File: config.mk
export PLATFORM = sky130hd
export DESIGN_NAME = source_whitespace_compactor_top
export DESIGN_NICKNAME = d
export VERILOG_FILES = /design/src/sv/swc_pkg.sv /design/src/sv/source_whitespace_compactor_top.sv /design/src/sv/swc_front.sv /design/src/sv/swc_queue.sv
export SDC_FILE = /design/constraint.sdc
export NUM_CORES = 1
export LEC_CHECK = 0
export BUFFER_PORTS_ARGS = -buffer_cell sky130_fd_sc_hd__buf_4
export CELL_PAD_IN_SITES_DETAIL_PLACEMENT = 0
export CELL_PAD_IN_SITES_GLOBAL_PLACEMENT = 2
export CORE_MARGIN = 3
export CORE_UTILIZATION = 40
export CTS_CLUSTER_SIZE = 40
export DETAILED_ROUTE_END_ITERATION = 8
export PLACE_DENSITY_LB_ADDON = 0.3
export SYNTH_ARGS = -nofsm -noshare
export SYNTH_HDL_FRONTEND = slang
export SYNTH_SLANG_ARGS = --single-unit
File: constraint.sdc
create_clock -name clk -period 9 [get_ports clk]
set_clock_uncertainty 0.15 [all_clocks]
set_input_delay 0.45 -clock clk [delete_from_list [all_inputs] [get_ports clk]]
set_output_delay 0.45 -clock clk [all_outputs]
set_load 0.1 [all_outputs]
File: src/sv/swc_pkg.sv
// Shared types, character codes and classification functions for the
// source whitespace compactor. No dependencies.
package swc_pkg;

	// Kept-character counter width
	localparam int COUNT_BITS = 16;
	localparam int LIMIT_BITS = 16;

	// Result queue geometry
	localparam int MAX_RES   = 3;
	localparam int QDEPTH    = 8;
	localparam int QPTR_BITS = $clog2(QDEPTH);
	localparam int QCNT_BITS = $clog2(QDEPTH + 1);

	// Configuration port
	localparam int PADDR_BITS = 3;
	localparam int PDATA_BITS = 32;
	localparam logic [0:0] REG_MAX_LENGTH = 1'b0;
	localparam logic [LIMIT_BITS-1:0] MAX_LENGTH_RESET = 16'd4096;

	// Character codes
	localparam logic [7:0] CH_NUL    = 8'h00;
	localparam logic [7:0] CH_NL     = 8'h0A;
	localparam logic [7:0] CH_SPACE  = 8'h20;
	localparam logic [7:0] CH_SEMI   = 8'h3B;
	localparam logic [7:0] CH_RPAREN = 8'h29;
	localparam logic [7:0] CH_COLON  = 8'h3A;
	localparam logic [7:0] CH_LPAREN = 8'h28;
	localparam logic [7:0] CH_PLUS   = 8'h2B;
	localparam logic [7:0] CH_MINUS  = 8'h2D;
	localparam logic [7:0] CH_EQUAL  = 8'h3D;
	localparam logic [7:0] CH_STAR   = 8'h2A;
	localparam logic [7:0] CH_BANG   = 8'h21;
	localparam logic [7:0] CH_QUOTE  = 8'h27;

	// One result transaction
	typedef struct packed {
		logic [7:0] sym;
		logic       term;
		logic       ovf;
	} result_t;

	// Results produced by one accepted input, in order
	typedef struct packed {
		logic [1:0]              n;
		result_t [MAX_RES-1:0]   slot;
	} push_t;

	// Following character drops a space after these
	function automatic logic after_drops_space(input logic [7:0] c);
		return (c == CH_SPACE) || (c == CH_SEMI) || (c == CH_RPAREN) ||
			(c == CH_COLON) || (c == CH_LPAREN) || (c == CH_PLUS) ||
			(c == CH_MINUS) || (c == CH_EQUAL) || (c == CH_STAR) ||
			(c == CH_BANG) || (c == CH_QUOTE);
	endfunction

	// These characters swallow a held space in front of them
	function automatic logic absorbs_space(input logic [7:0] c);
		return (c == CH_RPAREN) || (c == CH_LPAREN) || (c == CH_PLUS) ||
			(c == CH_MINUS) || (c == CH_EQUAL) || (c == CH_STAR) ||
			(c == CH_BANG) || (c == CH_QUOTE);
	endfunction

endpackage

File: src/sv/source_whitespace_compactor_top.sv
// Top level of the source whitespace compactor: configuration register,
// front end and result queue. Depends on swc_pkg, swc_front, swc_queue.
//
//   channel   handshake                 payload
//   input     in_valid / in_stall       symbol, end_of_text
//   output    out_valid / out_stall     out_symbol, is_terminator, overflow
//   config    APB psel/penable/pready   paddr, pwdata, prdata
//
// One input transaction per cycle while the eight-entry result queue has
// room for three results; output drains one result per cycle while
// out_stall is low, so the sustained rate is one item per cycle for items
// with at most one result. Results are registered in the queue, then the
// output register. Reset clears run state, the queue and sets max_length
// to 4096. in_stall rises while the queue holds more than five results.
module source_whitespace_compactor_top import swc_pkg::*; (
	input  logic                  clk,
	input  logic                  arst_n,
	input  logic                  in_valid,
	output logic                  in_stall,
	input  logic [7:0]            symbol,
	input  logic                  end_of_text,
	output logic                  out_valid,
	input  logic                  out_stall,
	output logic [7:0]            out_symbol,
	output logic                  is_terminator,
	output logic                  overflow,
	input  logic                  psel,
	input  logic                  penable,
	input  logic                  pwrite,
	input  logic [PADDR_BITS-1:0] paddr,
	input  logic [PDATA_BITS-1:0] pwdata,
	output logic [PDATA_BITS-1:0] prdata,
	output logic                  pready
);

	logic [LIMIT_BITS-1:0] max_length_q;
	logic                  room;
	push_t                 push;
	result_t               out_res;

	assign pready = 1'b1;

	// Configuration register write
	always_ff @(posedge clk or negedge arst_n) begin
		if (!arst_n) begin
			max_length_q <= MAX_LENGTH_RESET;
		end else if (psel && penable && pwrite && paddr[2] == REG_MAX_LENGTH) begin
			max_length_q <= pwdata[LIMIT_BITS-1:0];
		end
	end

	// Register read
	always_comb begin
		prdata = '0;
		if (paddr[2] == REG_MAX_LENGTH) begin
			prdata = PDATA_BITS'(max_length_q);
		end
	end

	swc_front u_front (
		.clk         (clk),
		.arst_n      (arst_n),
		.in_valid    (in_valid),
		.symbol      (symbol),
		.end_of_text (end_of_text),
		.room        (room),
		.max_length  (max_length_q),
		.in_stall    (in_stall),
		.push        (push)
	);

	swc_queue u_queue (
		.clk       (clk),
		.arst_n    (arst_n),
		.push      (push),
		.room      (room),
		.out_valid (out_valid),
		.out_stall (out_stall),
		.out_res   (out_res)
	);

	assign out_symbol    = out_res.sym;
	assign is_terminator = out_res.term;
	assign overflow      = out_res.ovf;

endmodule

File: src/sv/swc_front.sv
// Front end: accepts characters, classifies them, tracks run state and
// produces up to three results per transaction. Depends on swc_pkg.
module swc_front import swc_pkg::*; (
	input  logic                  clk,
	input  logic                  arst_n,
	input  logic                  in_valid,
	input  logic [7:0]            symbol,
	input  logic                  end_of_text,
	input  logic                  room,
	input  logic [LIMIT_BITS-1:0] max_length,
	output logic                  in_stall,
	output push_t                 push
);

	logic [7:0]            prev_q;
	logic                  held_q;
	logic [COUNT_BITS-1:0] cnt_q;
	logic                  drop_q;

	logic [7:0]            prev_n;
	logic                  held_n;
	logic [COUNT_BITS-1:0] cnt_n;
	logic                  drop_n;
	logic                  accept;

	result_t               cand [4];
	logic [3:0]            en;

	assign in_stall = !room;
	assign accept   = in_valid && room;

	// Classify the item and work out next state and candidate results
	always_comb begin
		logic                  absorb;
		logic                  ovf;
		logic [COUNT_BITS-1:0] cnt_inc;
		prev_n = prev_q;
		held_n = held_q;
		cnt_n  = cnt_q;
		drop_n = drop_q;
		en     = '0;
		absorb = 1'b0;
		ovf    = 1'b0;
		cnt_inc = cnt_q + COUNT_BITS'(1);
		cand[0] = '{sym: CH_SPACE, term: 1'b0, ovf: 1'b0};
		cand[1] = '{sym: symbol,   term: 1'b0, ovf: 1'b0};
		cand[2] = '{sym: CH_SPACE, term: 1'b0, ovf: 1'b0};
		cand[3] = '{sym: CH_NUL,   term: 1'b1, ovf: 1'b0};
		if (end_of_text) begin
			// Flush held space and close the run
			if (!drop_q) begin
				en[0] = held_q;
				en[3] = 1'b1;
			end
			prev_n = CH_NUL;
			held_n = 1'b0;
			cnt_n  = '0;
			drop_n = 1'b0;
		end else if (drop_q || symbol == CH_NL || symbol == CH_NUL) begin
			// Ignore
		end else if (symbol == CH_SPACE && after_drops_space(prev_q)) begin
			// Redundant space
		end else begin
			absorb = held_q && absorbs_space(symbol);
			en[0]  = held_q && !absorb;
			cnt_n  = absorb ? cnt_q : cnt_inc;
			prev_n = symbol;
			held_n = (symbol == CH_SPACE);
			en[1]  = (symbol != CH_SPACE);
			ovf    = (32'(cnt_n) >= 32'(max_length)) || (&cnt_n);
			if (ovf) begin
				en[2]   = held_n;
				held_n  = 1'b0;
				en[3]   = 1'b1;
				cand[3].ovf = 1'b1;
				drop_n  = 1'b1;
			end
		end
	end

	// Pack enabled candidates into consecutive slots
	always_comb begin
		logic [2:0] k;
		k = '0;
		push.slot = '0;
		for (int i = 0; i < 4; i++) begin
			if (en[i] && k < 3'(MAX_RES)) begin
				push.slot[k[1:0]] = cand[i];
				k = k + 3'd1;
			end
		end
		push.n = accept ? k[1:0] : 2'd0;
	end

	// Advance run state
	always_ff @(posedge clk or negedge arst_n) begin
		if (!arst_n) begin
			prev_q <= CH_NUL;
			held_q <= 1'b0;
			cnt_q  <= '0;
			drop_q <= 1'b0;
		end else if (accept) begin
			prev_q <= prev_n;
			held_q <= held_n;
			cnt_q  <= cnt_n;
			drop_q <= drop_n;
		end
	end

endmodule

File: src/sv/swc_queue.sv
// Result queue and output register: takes up to three results per cycle
// from the front end and hands them out one per cycle while out_stall is low. Depends on swc_pkg.
module swc_queue import swc_pkg::*; (
	input  logic    clk,
	input  logic    arst_n,
	input  push_t   push,
	output logic    room,
	output logic    out_valid,
	input  logic    out_stall,
	output result_t out_res
);

	result_t              mem_q [QDEPTH];
	logic [QPTR_BITS-1:0] wr_ptr_q;
	logic [QPTR_BITS-1:0] rd_ptr_q;
	logic [QCNT_BITS-1:0] count_q;
	logic                 out_valid_q;
	result_t              out_q;
	logic                 pop;

	assign room      = count_q <= QCNT_BITS'(QDEPTH - MAX_RES);
	assign pop       = (count_q != '0) && (!out_valid_q || !out_stall);
	assign out_valid = out_valid_q;
	assign out_res   = out_q;

	// Store pushed results
	always_ff @(posedge clk) begin
		for (int i = 0; i < MAX_RES; i++) begin
			if (2'(i) < push.n) begin
				mem_q[wr_ptr_q + QPTR_BITS'(i)] <= push.slot[i];
			end
		end
	end

	// Advance pointers and fill count
	always_ff @(posedge clk or negedge arst_n) begin
		if (!arst_n) begin
			wr_ptr_q <= '0;
			rd_ptr_q <= '0;
			count_q  <= '0;
		end else begin
			wr_ptr_q <= wr_ptr_q + QPTR_BITS'(push.n);
			if (pop) begin
				rd_ptr_q <= rd_ptr_q + QPTR_BITS'(1);
			end
			count_q <= count_q + QCNT_BITS'(push.n) - QCNT_BITS'(pop);
		end
	end

	// Output register: load on pop, drop valid once taken
	always_ff @(posedge clk or negedge arst_n) begin
		if (!arst_n) begin
			out_valid_q <= 1'b0;
		end else if (pop) begin
			out_valid_q <= 1'b1;
		end else if (!out_stall) begin
			out_valid_q <= 1'b0;
		end
	end

	always_ff @(posedge clk) begin
		if (pop) begin
			out_q <= mem_q[rd_ptr_q];
		end
	end

`ifndef NO_ASSERTIONS
	a_count_bound: assert property (@(posedge clk) disable iff (!arst_n)
		count_q <= QCNT_BITS'(QDEPTH))
		else $error("result queue over capacity");
	a_push_room: assert property (@(posedge clk) disable iff (!arst_n)
		(push.n != 2'd0) |-> room)
		else $error("push without room");
	a_ptr_gap: assert property (@(posedge clk) disable iff (!arst_n)
		(count_q != QCNT_BITS'(QDEPTH)) |-> (QPTR_BITS'(count_q) == wr_ptr_q - rd_ptr_q))
		else $error("fill count disagrees with pointers");
	a_pop_loads: assert property (@(posedge clk) disable iff (!arst_n)
		pop |=> out_valid_q)
		else $error("popped result not presented");
`endif

endmodule
==> results of run 1 <==
per-stage QoR:
step                      cell area, um2  worst slack, ns  hold slack [ns]  power (mW)  utilization, %
after CTS                          10300             1.21           0.0635        2.86            46.9
after global routing               10300            0.510           0.0874        2.99            46.9
after global placement              9710             1.01            0.324        2.08            44.1
after floorplan                     9130             1.71          0.00441        1.84               -
after detailed placement            9710            0.811            0.341        2.12            44.1
final                              10300             1.23           0.0785        2.84            46.9
power by group through the flow:
stage	registers, mW	clock network (mW)	logic, mW
after global routing	1.00	0.788	1.20
after detailed placement	0.996	0	1.12
after floorplan	1.12	0	0.726
after CTS	0.983	0.758	1.12
final	0.981	0.744	1.11
after global placement	0.988	0	1.09
worst paths after layout:
check                           slack (ns)              start                  end  cells after the start
worst min register to register        0.35  u_queue.out_valid    u_queue.out_valid                      2
worst max-delay path                  1.23   u_front.cnt_q[0]  u_queue.mem_q[4][1]                     27
worst min-delay path                  0.08          out_stall    u_queue.out_valid                      3
min in group asynchronous             0.47             arst_n       u_front.drop_q                      2
worst max register to register        1.23   u_front.cnt_q[0]  u_queue.mem_q[4][1]                     27
max in group asynchronous             7.71             arst_n  u_queue.wr_ptr_q[1]                      2
repair_timing:
action                                 in CTS  in global routing
hold buffers                                1                  0
buffers inserted                            0                  0
endpoints found under the hold margin      52                  0
worst max-delay path, cell delays in order (launching register included):
cell	delay, ns
sky130_fd_sc_hd__dfrtp_1	0.49
sky130_fd_sc_hd__ha_1	0.29
sky130_fd_sc_hd__and4_1	0.34
sky130_fd_sc_hd__nand3_1	0.12
sky130_fd_sc_hd__o21a_1	0.21
sky130_fd_sc_hd__or2_2	0.31
sky130_fd_sc_hd__ha_1	0.29
sky130_fd_sc_hd__and4_1	0.24
sky130_fd_sc_hd__nand3_1	0.11
sky130_fd_sc_hd__o41a_1	0.39
sky130_fd_sc_hd__a31oi_1	0.41
sky130_fd_sc_hd__nor2_1	0.18
sky130_fd_sc_hd__nand2_1	0.24
sky130_fd_sc_hd__nand2_1	0.10
sky130_fd_sc_hd__inv_1	0.08
sky130_fd_sc_hd__fa_1	0.52
sky130_fd_sc_hd__a21oi_1	0.24
sky130_fd_sc_hd__nand2b_1	0.07
sky130_fd_sc_hd__o21ai_0	0.42
sky130_fd_sc_hd__o22ai_1	0.16
sky130_fd_sc_hd__nor4_1	0.21
sky130_fd_sc_hd__nor4b_1	0.11
sky130_fd_sc_hd__a221o_2	0.55
sky130_fd_sc_hd__inv_6	0.15
sky130_fd_sc_hd__nand3_2	0.24
sky130_fd_sc_hd__nor2_1	0.19
sky130_fd_sc_hd__buf_4	0.17
sky130_fd_sc_hd__or3_1	0.41
state kept, by name, summed over array words and instances, names as in the netlist:
signal	count
max_length_q	16
u_front.prev_q	8
u_front.cnt_q	16
u_queue.out_res	10
u_queue.mem_q	80
u_front.drop_q	1
u_queue.out_valid	1
u_front.held_q	1
u_queue.wr_ptr_q	3
u_queue.rd_ptr_q	3
u_queue.count_q	4
cell usage in the layout (no fill, tap or decap), types with 23 or more instances in the layout:
cell	n
sky130_fd_sc_hd__ha_1	32
sky130_fd_sc_hd__edfxtp_1	90
sky130_fd_sc_hd__inv_1	36
sky130_fd_sc_hd__nor2_1	105
sky130_fd_sc_hd__dfrtp_1	52
sky130_fd_sc_hd__mux2i_1	24
sky130_fd_sc_hd__mux2_2	69
sky130_fd_sc_hd__nand2_1	55
sky130_fd_sc_hd__buf_4	71
sky130_fd_sc_hd__o21ai_0	23
per-layer routing:
layer,routed length (um),vias up
li1,-,3082
met1,9650,3236
met2,11600,181
met3,829,30
met4,364,0
met5,0,-
area by class of cell:
class / count / area [um2] / area share [%]
multi-input combinational: 594 / 4660 / 45.0
clock buffer: 17 / 425 / 4.12
timing repair buffer: 72 / 543 / 5.25
sequential: 143 / 4030 / 39.0
tap: 280 / 350 / 3.39
clock inverter: 15 / 188 / 1.82
inverter: 37 / 144 / 1.39
cell families (layout without fill, tap and decap cells):
logic type | count (synthesis) | in the layout | share of synthesized area [%]
AO/OA/AOI/OAI | 126 | 126 | 10.5
XOR/XNOR | 19 | 19 | 1.83
multiplexers | 127 | 127 | 17.9
flip-flops | 143 | 143 | 44.4
adder cells (fa/ha/maj) | 35 | 35 | 5.08
other | 2 | 17 | 0.0828
buffers and inverters | 87 | 141 | 4.86
AND/OR/NAND/NOR | 270 | 270 | 15.3
==> results.md, run 1 <==
- The cell taking the most area after synthesis is sky130_fd_sc_hd__edfxtp_1.
- The first global-routing pass estimated 36500 um of wire.
- The worst-case IR drop observed on VDD is 119 uV.
- The vertical extent of the die is 157 um.
- The area growth from synthesis to layout is 14.0%.
- The Yosys step of the flow raised 0 warnings.
- The count of nets after finishing is 951.
- Global routing used 2.93% of the available met3 tracks.
- The arrival time at the worst endpoint is 7.69 ns.
- Detailed routing inserted a total of 6529 vias.
- The critical path in this run is classified as flip-flop to flip-flop.
- The max-slew violation count is 0.
- The reported leakage power is 4.19 nW.
- Setup repair after global routing left no endpoint under its margin.
- Routability-driven placement finished with a final weighted congestion of 0.834.
- In the synthesized netlist the dominant register cell turns out to be sky130_fd_sc_hd__edfxtp_1.
- The synthesized design devotes to its leading area cell type 29.8% of total area.
- Cell internal power was estimated by the tool at 1.68 mW.
- STA classifies the critical path startpoint as a flip-flop.
- In this run the power spent charging and discharging nets is 1.16 mW.
- The combinational share of power is 39.2%.
- Summed over all failing endpoints, the final setup total negative slack is 0 ns.
- In the synthesized netlist, the cells that appear most often are sky130_fd_sc_hd__nor2_1, sky130_fd_sc_hd__edfxtp_1, sky130_fd_sc_hd__mux2_2.
- For this block, the initial DRC count from the detailed router was 447.
- The total count of hold-check failures in the final report came to 0.
- Net switching is 40.9% of the power.
- The kind of end point of the critical path is a flip-flop.
- The horizontal die dimension is 157 um.
- The via count of the first global-routing pass is 6721.
- Buffers placed on the I/O ports in this run total 60.
- Yosys attributes the largest share of cell area to sky130_fd_sc_hd__edfxtp_1, sky130_fd_sc_hd__dfrtp_1, sky130_fd_sc_hd__mux2_2.
- In this run, synthesis produced a sequential element count of 143.
- STA puts the critical path data required time at 8.92 ns.
- Counting distinct cell types in the post-synthesis netlist gives 82.
- sky130_fd_sc_hd__nor2_1 is the most common cell in the netlist.
- The minimum clock period after layout is 7.77 ns.
- In this run, the clock network consumes 26.2% of the power.
- Cells with a size suffix above 1 make up 25.5% of the layout.
- The average wire length per cell after detail routing is 19.4 um.
- The class of the tightest hold or removal check is input pin to flip-flop.
- The via count normalized by instance count is 5.64.
- The setup violation total in the final timing report is 0.
- The met2 track utilization from global routing is 33.4%.
- Summed over all nets, the half-perimeter wirelength after detailed placement is 16600 um.
- The number of maximum-capacitance constraint violations is 0.
- Summing the sequential cell areas from Yosys gives 44.4% of the chip area.
- The count of clock tree sinks is 143.
- The number of instances resized during post-cts repair is 0.
- The count of nets left with antenna violations after detail routing is 0.
- The flow ran to the end, and the final reports show no timing, DRC or antenna violations.
- The antenna diode count is 0.
- The power per standard cell area is 274 nW/um2.
- Counting the fill cells in the layout gives 2058.
- Clock latency on the worst-skew pair, taken at its later pin, is 0.42 ns.
- The floorplan has 54 rows.
- The number of DRC violations after detailed routing is 0.
- The starting density of the core is 41.2%.
- The clock-pin slew reported for the worst setup and hold paths after clock tree synthesis is 0.07 ns.
- The level count of the clock H-tree is 4.
- Entering global routing, the biggest net connects 54 pins.
- In this run, placement finished with an instance count of 1125.
- The overall routing resource usage is 19.0%.
- The number of antenna violations at the first check in global routing is 0.
- The maximum achievable frequency is 129 MHz.
- The cell area after synthesis is 9070 um2.
- After floorplanning, the core was sized to cover 22000 um2.
- The busiest metal layer after global routing is met2.
- The total detailed-routing wirelength is 22500 um.
- For met1 alone, demand over resource in global routing was 24.0%.
- The number of buffers created by CTS is 17.
- The number of synthesized flops with an enable pin is 90.
- The count of pins on the block boundary is 96.
- In the synthesized netlist the async set-or-reset flop fraction comes to 37.1%.
- The first TritonRoute pass finished after 7 iterations.
- The share of total power in sequential cells is 34.6%.
- The area of the die is 24500 um2.
- The maximum count of clock buffers along a single path is 2.
- In this run the worst path has a maximum fanout of 13.
- The synthesized instance count is 809.
- The cell chosen for the clock root is sky130_fd_sc_hd__clkbuf_16.
- The finished layout holds 1158 standard cells, fillers aside.
- The clock tree from TritonCTS is built.
- The mean area per synthesized cell is 11.2 um2.
- In the finished design, the share of the clock period the worst path needs comes to 86.4%.
- The headroom to the max-slew limit is 28.9%.
- The pin slew with the least headroom to its limit is 1.07 ns.
- After global routing the overflow that remains totals 0.
Power figures use the tool's default switching activity.
==> inputs of run 2 (changes only) <==
Settings changed: RECOVER_POWER from default to 100.
==> results.md, run 2 (synthesis gave the netlist of run 1 again) <==
- The setup violation total in the final timing report is 0.
- The tree is rooted in a sky130_fd_sc_hd__clkbuf_16.
- The count of pins on the block boundary is 96.
- TritonCTS built the clock tree.
- The placeable core region is 22000 um2.
- Routability-driven placement finished with a final weighted congestion of 0.834.
- The first detailed-routing pass took 7 iterations.
- In the final layout, the registers with the most flip-flops are u_queue.mem_q x80, max_length_q x16, u_front.cnt_q x16.
- Entering global routing, the biggest net connects 54 pins.
- The starting density of the core is 41.2%.
- The via count of the first global-routing pass came to 6721.
- Derived from the worst setup path, the maximum achievable clock frequency is 124 MHz.
- The total of buffers placed on input and output ports is 60.
- The count of nets left with antenna violations after detail routing is 0.
- The cell count after placement is 1125.
- The longest clock path from root to sink contains 2 buffers.
- The number of flip-flops under the largest register name is 80.
- The checks that failed: capacitance limit, slew limit.
- The max-slew violation count is 54.
- The flow ran to the end, but the final reports show violations.
- The aggregate global routing overflow is 0.
- The headroom to the max-slew limit is -112%.
- Power spread over the standard cell area amounts to 274 nW/um2.
- The critical path class is flip-flop to flip-flop.
- Cells with a size suffix above 1 make up 21.1% of the layout.
- The level count of the clock H-tree is 4.
- Of all nets on the critical path, the largest fanout is 13.
- Compared with the post-synthesis result, the final layout area differs by 12.2%.
- The number of DRC violations after detailed routing is 0.
- The placement-stage cell area is 9710 um2.
- In this run the static leakage power is 4.04 nW.
- The total via count in the routed design is 6544.
- The worst hold slack is 0.0762 ns.
- The area of the die is 24500 um2.
- The number of non-filler instances in the completed layout is 1158.
- At the later pin of the worst-skew pair, clock insertion delay measures 0.43 ns.
- The pin slew with the least headroom to its limit is 3.18 ns.
- The overall routing resource usage is 19.0%.
- The number of antenna violations at the first check in global routing is 0.
- The clock period could shrink to 8.06 ns.
- The horizontal die dimension is 157 um.
- Summing all non-filler instances in the final layout gives an area of 10200 um2.
- Leaving out fill and tap cells, the most frequent cell in the layout is sky130_fd_sc_hd__nor2_1.
- The worst setup path is launched from a flip-flop.
- The peak supply drop is 119 uV.
- The number of maximum-capacitance constraint violations is 1.
- After legalization and detailed placement, the total HPWL measured 16600 um.
- The count of clock tree sinks is 143.
- After layout, the worst path uses 89.6% of the clock period.
- The number of buffers created by CTS is 17.
- The number of DRC violations after detailed-routing iteration 0 is 439.
- The count of nets after finishing is 951.
- The total count of hold-check failures in the final report is 0.
- After clock tree synthesis, the clock-pin slew on the worst setup and hold paths is 0.07 ns.
- The number of core rows is 54.
- Setup repair after global routing left no endpoint under its margin.
- The aggregate negative setup slack is 0 ns.
- 0 antenna diodes ended up in the layout.
- Dividing the detail-routed wire length by the instance count gives 19.4 um.
- After detailed routing, the number of vias per cell comes to 5.65.
- Leaving out fill and tap cells, the most frequent cells in the layout are sky130_fd_sc_hd__nor2_1, sky130_fd_sc_hd__edfxtp_1, sky130_fd_sc_hd__mux2_2.
- The register with the most flip-flops is u_queue.mem_q.
- The arrival time at the worst endpoint is 8.03 ns.
- The number of buffers added for setup after CTS is 0.
- The total detailed-routing wirelength is 22500 um.
- The worst hold path belongs to the class input pin to flip-flop.
- The first global-routing pass estimated 36500 um of wire.
- The kind of end point of the critical path is a flip-flop.
- Measured along the y axis, the die boundary spans 157 um.
- The endpoint required time on the critical path is 8.97 ns.
## run 2: changes by cell type in the layout (fill, tap and decap cells not counted), sizes merged
cell / change
buf: -36
clkbuf: +36
## run 2: metal layers
layer | GRT usage (%) | vias to the layer above | share of wire [%]
li1 | - | 3083 | -
met1 | 24.0 | 3239 | 42
met2 | 33.4 | 192 | 52
met3 | 2.93 | 30 | 4.4
met4 | 6.21 | 0 | 1.7
met5 | 0 | - | 0
## run 2: where the power goes
group / switching (mW) / internal, mW
clock: 0.321 / 0.423
sequential: 0.110 / 0.871
combinational: 0.719 / 0.342
## run 2: what timing repair did
action,CTS,global route
resized for setup,0,0
hold buffers,1,0
hold endpoints to repair,52,0
setup endpoints to repair,0,0
## run 2: worst paths after layout
path                       cells after the start                   to               from  slack (ns)
min reg2reg                                    2    u_queue.out_valid  u_queue.out_valid        0.35
max                                           27  u_queue.mem_q[1][4]   u_front.cnt_q[0]        0.94
max in group asynchronous                      2  u_queue.wr_ptr_q[1]             arst_n        5.42
min                                            3    u_queue.out_valid          out_stall        0.08
min in group asynchronous                      2    u_front.prev_q[0]             arst_n        1.46
max reg2reg                                   27  u_queue.mem_q[1][4]   u_front.cnt_q[0]        0.94
## run 2: worst max-delay path: stages, from the launching register on
cell	delay, ns
sky130_fd_sc_hd__dfrtp_1	0.49
sky130_fd_sc_hd__ha_1	0.29
sky130_fd_sc_hd__and4_1	0.34
sky130_fd_sc_hd__nand3_1	0.12
sky130_fd_sc_hd__o21a_1	0.21
sky130_fd_sc_hd__or2_2	0.31
sky130_fd_sc_hd__ha_1	0.29
sky130_fd_sc_hd__and4_1	0.24
sky130_fd_sc_hd__nand3_1	0.11
sky130_fd_sc_hd__o41a_1	0.39
sky130_fd_sc_hd__a31oi_1	0.40
sky130_fd_sc_hd__nor2_1	0.18
sky130_fd_sc_hd__nand2_1	0.24
sky130_fd_sc_hd__nand2_1	0.11
sky130_fd_sc_hd__inv_1	0.08
sky130_fd_sc_hd__fa_1	0.52
sky130_fd_sc_hd__a21oi_1	0.24
sky130_fd_sc_hd__nand2b_1	0.07
sky130_fd_sc_hd__o21ai_0	0.45
sky130_fd_sc_hd__o22ai_1	0.17
sky130_fd_sc_hd__nor4_1	0.21
sky130_fd_sc_hd__nor4b_1	0.11
sky130_fd_sc_hd__a221o_1	0.58
sky130_fd_sc_hd__inv_6	0.18
sky130_fd_sc_hd__nand3_1	0.38
sky130_fd_sc_hd__or2_2	0.49
sky130_fd_sc_hd__o311ai_0	0.12
sky130_fd_sc_hd__buf_4	0.27
## run 2: stage by stage
stage               setup slack (ns)  utilization, %  total power [mW]
floorplan                       1.71               -              1.84
global placement                1.01            44.1              2.08
detailed placement             0.811            44.1              2.12
CTS                             1.21            46.9              2.86
global route                   0.266            46.2              2.94
finish                         0.937            46.2              2.79
## run 2: final cells by class
cell class / count / area [um2]
timing repair buffer: 72 / 408
inverter: 37 / 144
clock inverter: 15 / 188
multi-input combinational: 594 / 4630
tap: 280 / 350
sequential: 143 / 4030
clock buffer: 17 / 425
fill: 2112 / 11800
==> inputs of run 3 (changes only) <==
Settings changed: CELL_PAD_IN_SITES_DETAIL_PLACEMENT 0 to default, CELL_PAD_IN_SITES_GLOBAL_PLACEMENT 2 to default, CORE_UTILIZATION 40 to 59.
==> results.md, run 3 (synthesis gave the netlist of run 1 again) <==
- The overall routing resource usage is 26.3%.
- The flip-flop and latch area is 4030 um2.
- Post-CTS timing repair inserted 0 buffers for setup.
- The worst setup path is launched from a flip-flop.
- In the layout the commonest cells are sky130_fd_sc_hd__nor2_1, sky130_fd_sc_hd__edfxtp_1, sky130_fd_sc_hd__mux2_2.
- The aggregate negative setup slack is 0 ns.
- During placement, the flow inserted port buffers numbering 60.
- The maximum count of clock buffers along a single path is 2.
- The number of maximum-capacitance constraint violations is 1.
- The average wire length per cell after detail routing is 20.1 um.
- The minimum clock period after layout is 8.08 ns.
- At the pin with the least slew margin, the transition time is 3.00 ns.
- After detailed routing, the number of remaining DRC violations is 0.
- At the worst endpoint, the required time is 8.92 ns.
- Leaving out fill and tap cells, the most frequent cell in the layout is sky130_fd_sc_hd__nor2_1.
- At the end of the flow, the number of nets in the layout was 949.
- The horizontal die dimension is 130 um.
- The floorplan has 44 rows.
- The class of the tightest hold or removal check is input pin to flip-flop.
- For the worst-skew pair, the clock arrives at the later sink with an insertion delay of 0.43 ns.
- CTS placed an instance of sky130_fd_sc_hd__clkbuf_16 at the clock tree root.
- The number of DRC violations after detailed-routing iteration 0 is 555.
- The first global-routing pass estimated 34700 um of wire.
- The checks that failed: capacitance limit, slew limit.
- The max-slew violation count is 54.
- The level count of the clock H-tree is 4.
- CTS saw 143 sinks.
- The clock tree from TritonCTS is built.
- After global routing the overflow that remains totals 0.
- VDD sags by at most 158 uV.
- The register with the most flip-flops is u_queue.mem_q.
- STA puts the critical path data arrival time at 7.99 ns.
- In this run the static leakage power is 4.03 nW.
- Global routing used 33.9% of the available met1 tracks.
- Setup violations remaining at the end of the flow were counted as 0.
- On the worst path, the slowest cell contributes a delay of 0.60 ns.
- After detailed routing, the total wire length is 21300 um.
- Summing all multi-input logic gate instances after layout gives 4650 um2.
- The count of nets left with antenna violations after detail routing is 0.
- The largest registers in the layout are u_queue.mem_q x80, max_length_q x16, u_front.cnt_q x16.
- The slowest library cell on the worst path is sky130_fd_sc_hd__a221o_1.
- The antenna diode count is 0.
- The maximum fanout along the worst path is 13.
- The number of buffers created by CTS is 17.
- The detailed router placed 6782 vias in this run.
- Leaving out filler cells and counting taps, the final layout contains 1060.
- The number of antenna violations at the first check in global routing is 1.
- Setup slack on the critical path of the routed design comes to 0.924 ns.
- In this run the most used layer during global routing was met2.
- The via count normalized by instance count is 6.40.
- Entering global routing, the biggest net connects 54 pins.
- Once the floorplan was initialized, standard cells occupied 61.2% of the core.
- After layout, the worst path uses 89.7% of the clock period.
- The maximum achievable frequency is 124 MHz.
- Timing analysis after detailed placement gives a worst setup slack of 0.929 ns.
- For met2 alone, demand over resource in global routing was 44.3%.
- Detailed placement finished with a half-perimeter wire length of 15500 um.
- The headroom to the max-slew limit is -100%.
- The critical path is of the flip-flop to flip-flop type.
- The total count of hold-check failures in the final report came to 0.
- The filler cells instantiated in the layout total 1112.
- The via count of the first global-routing pass is 6943.
- In this run, placement finished with an instance count of 1027.
- The die is 130 um tall.
- The power per standard cell area is 277 nW/um2.
- The area of the die is 16900 um2.
- Setup repair after global routing left no endpoint under its margin.
- Global routing used 5.36% of the available met3 tracks.
- Compared with the post-synthesis result, the final layout area differs by 10.8%.
- Of the cells placed in the final design, the portion with a size suffix greater than 1 is 20.8%.
- The total area inside the core boundary comes to 14800 um2.
- The clock-pin slew reported for the worst setup and hold paths after clock tree synthesis is 0.06 ns.
- The run finished, with violations left.
- The pre-antenna-repair detailed-routing pass consisted of 5 iterations.
- The count of pins on the block boundary is 96.
- The most common cell type on the critical path is sky130_fd_sc_hd__nand3_1.
- The number of flip-flops under the largest register name is 80.
- The placer congestion estimate is 0.917.
- The kind of end point of the critical path is a flip-flop.
## run 3: cell types whose count changed in the layout (fill, tap and decap cells not counted), sizes merged
cell    previous run  this run
bufinv             2         3
inv               47        42
clkinv             2         6
buf               35        33
## run 3: final cells by class
| class | count | area share [%] |
|---|---|---|
| Multi-Input combinational cell | 594 | 46.2 |
| Sequential cell | 143 | 40.1 |
| Clock buffer | 17 | 4.23 |
| Timing Repair Buffer | 70 | 3.91 |
| Tap cell | 184 | 2.29 |
| Clock inverter | 15 | 1.83 |
| Inverter | 37 | 1.43 |
## run 3: critical path, delay by kind of cell (launching register included)
family                   cells  cell delay [ns]
AO/OA/AOI/OAI                7             2.30
flip-flops                   1             0.47
AND/OR/NAND/NOR             14             3.37
buffers and inverters        2             0.26
adder cells (fa/ha/maj)      3             1.12
## run 3: worst paths after layout
path / from / endpoint / slack, ns / cells after the start
max: u_front.cnt_q[0] / u_queue.mem_q[4][1] / 0.92 / 26
min: end_of_text / u_front.drop_q / 0.07 / 2
max reg2reg: u_front.cnt_q[0] / u_queue.mem_q[4][1] / 0.92 / 26
min reg2reg: u_queue.out_valid / u_queue.out_valid / 0.35 / 2
max in group asynchronous: arst_n / u_queue.count_q[3] / 5.59 / 2
min in group asynchronous: arst_n / u_front.prev_q[2] / 1.38 / 2
## run 3: layer usage
metal,routed length (um),vias up
li1,-,3094
met4,432,2
met2,10700,298
met3,1390,42
met1,8740,3346
met5,62,-
## run 3: stage by stage
stage	util [%]	cell area [um2]	total power, mW	hold WS (ns)
CTS	68.9	10200	2.84	0.0725
detailed placement	64.7	9580	2.10	0.348
floorplan	-	9130	1.84	0.00441
global placement	64.7	9580	2.05	0.322
finish	67.9	10100	2.79	0.0710
global route	67.9	10100	2.92	0.0874
## run 3: report_power, final
part	internal (mW)	switching [mW]	leakage (nW)
clock network	0.440	0.291	0.298
logic	0.343	0.729	2.23
registers	0.871	0.111	1.51
total	1.65	1.13	4.03
## run 3: repair_timing
| action | CTS | global route |
|---|---|---|
| hold buffers | 1 | 0 |
| hold endpoints to repair | 52 | 0 |
| gates resized for setup | 0 | 0 |
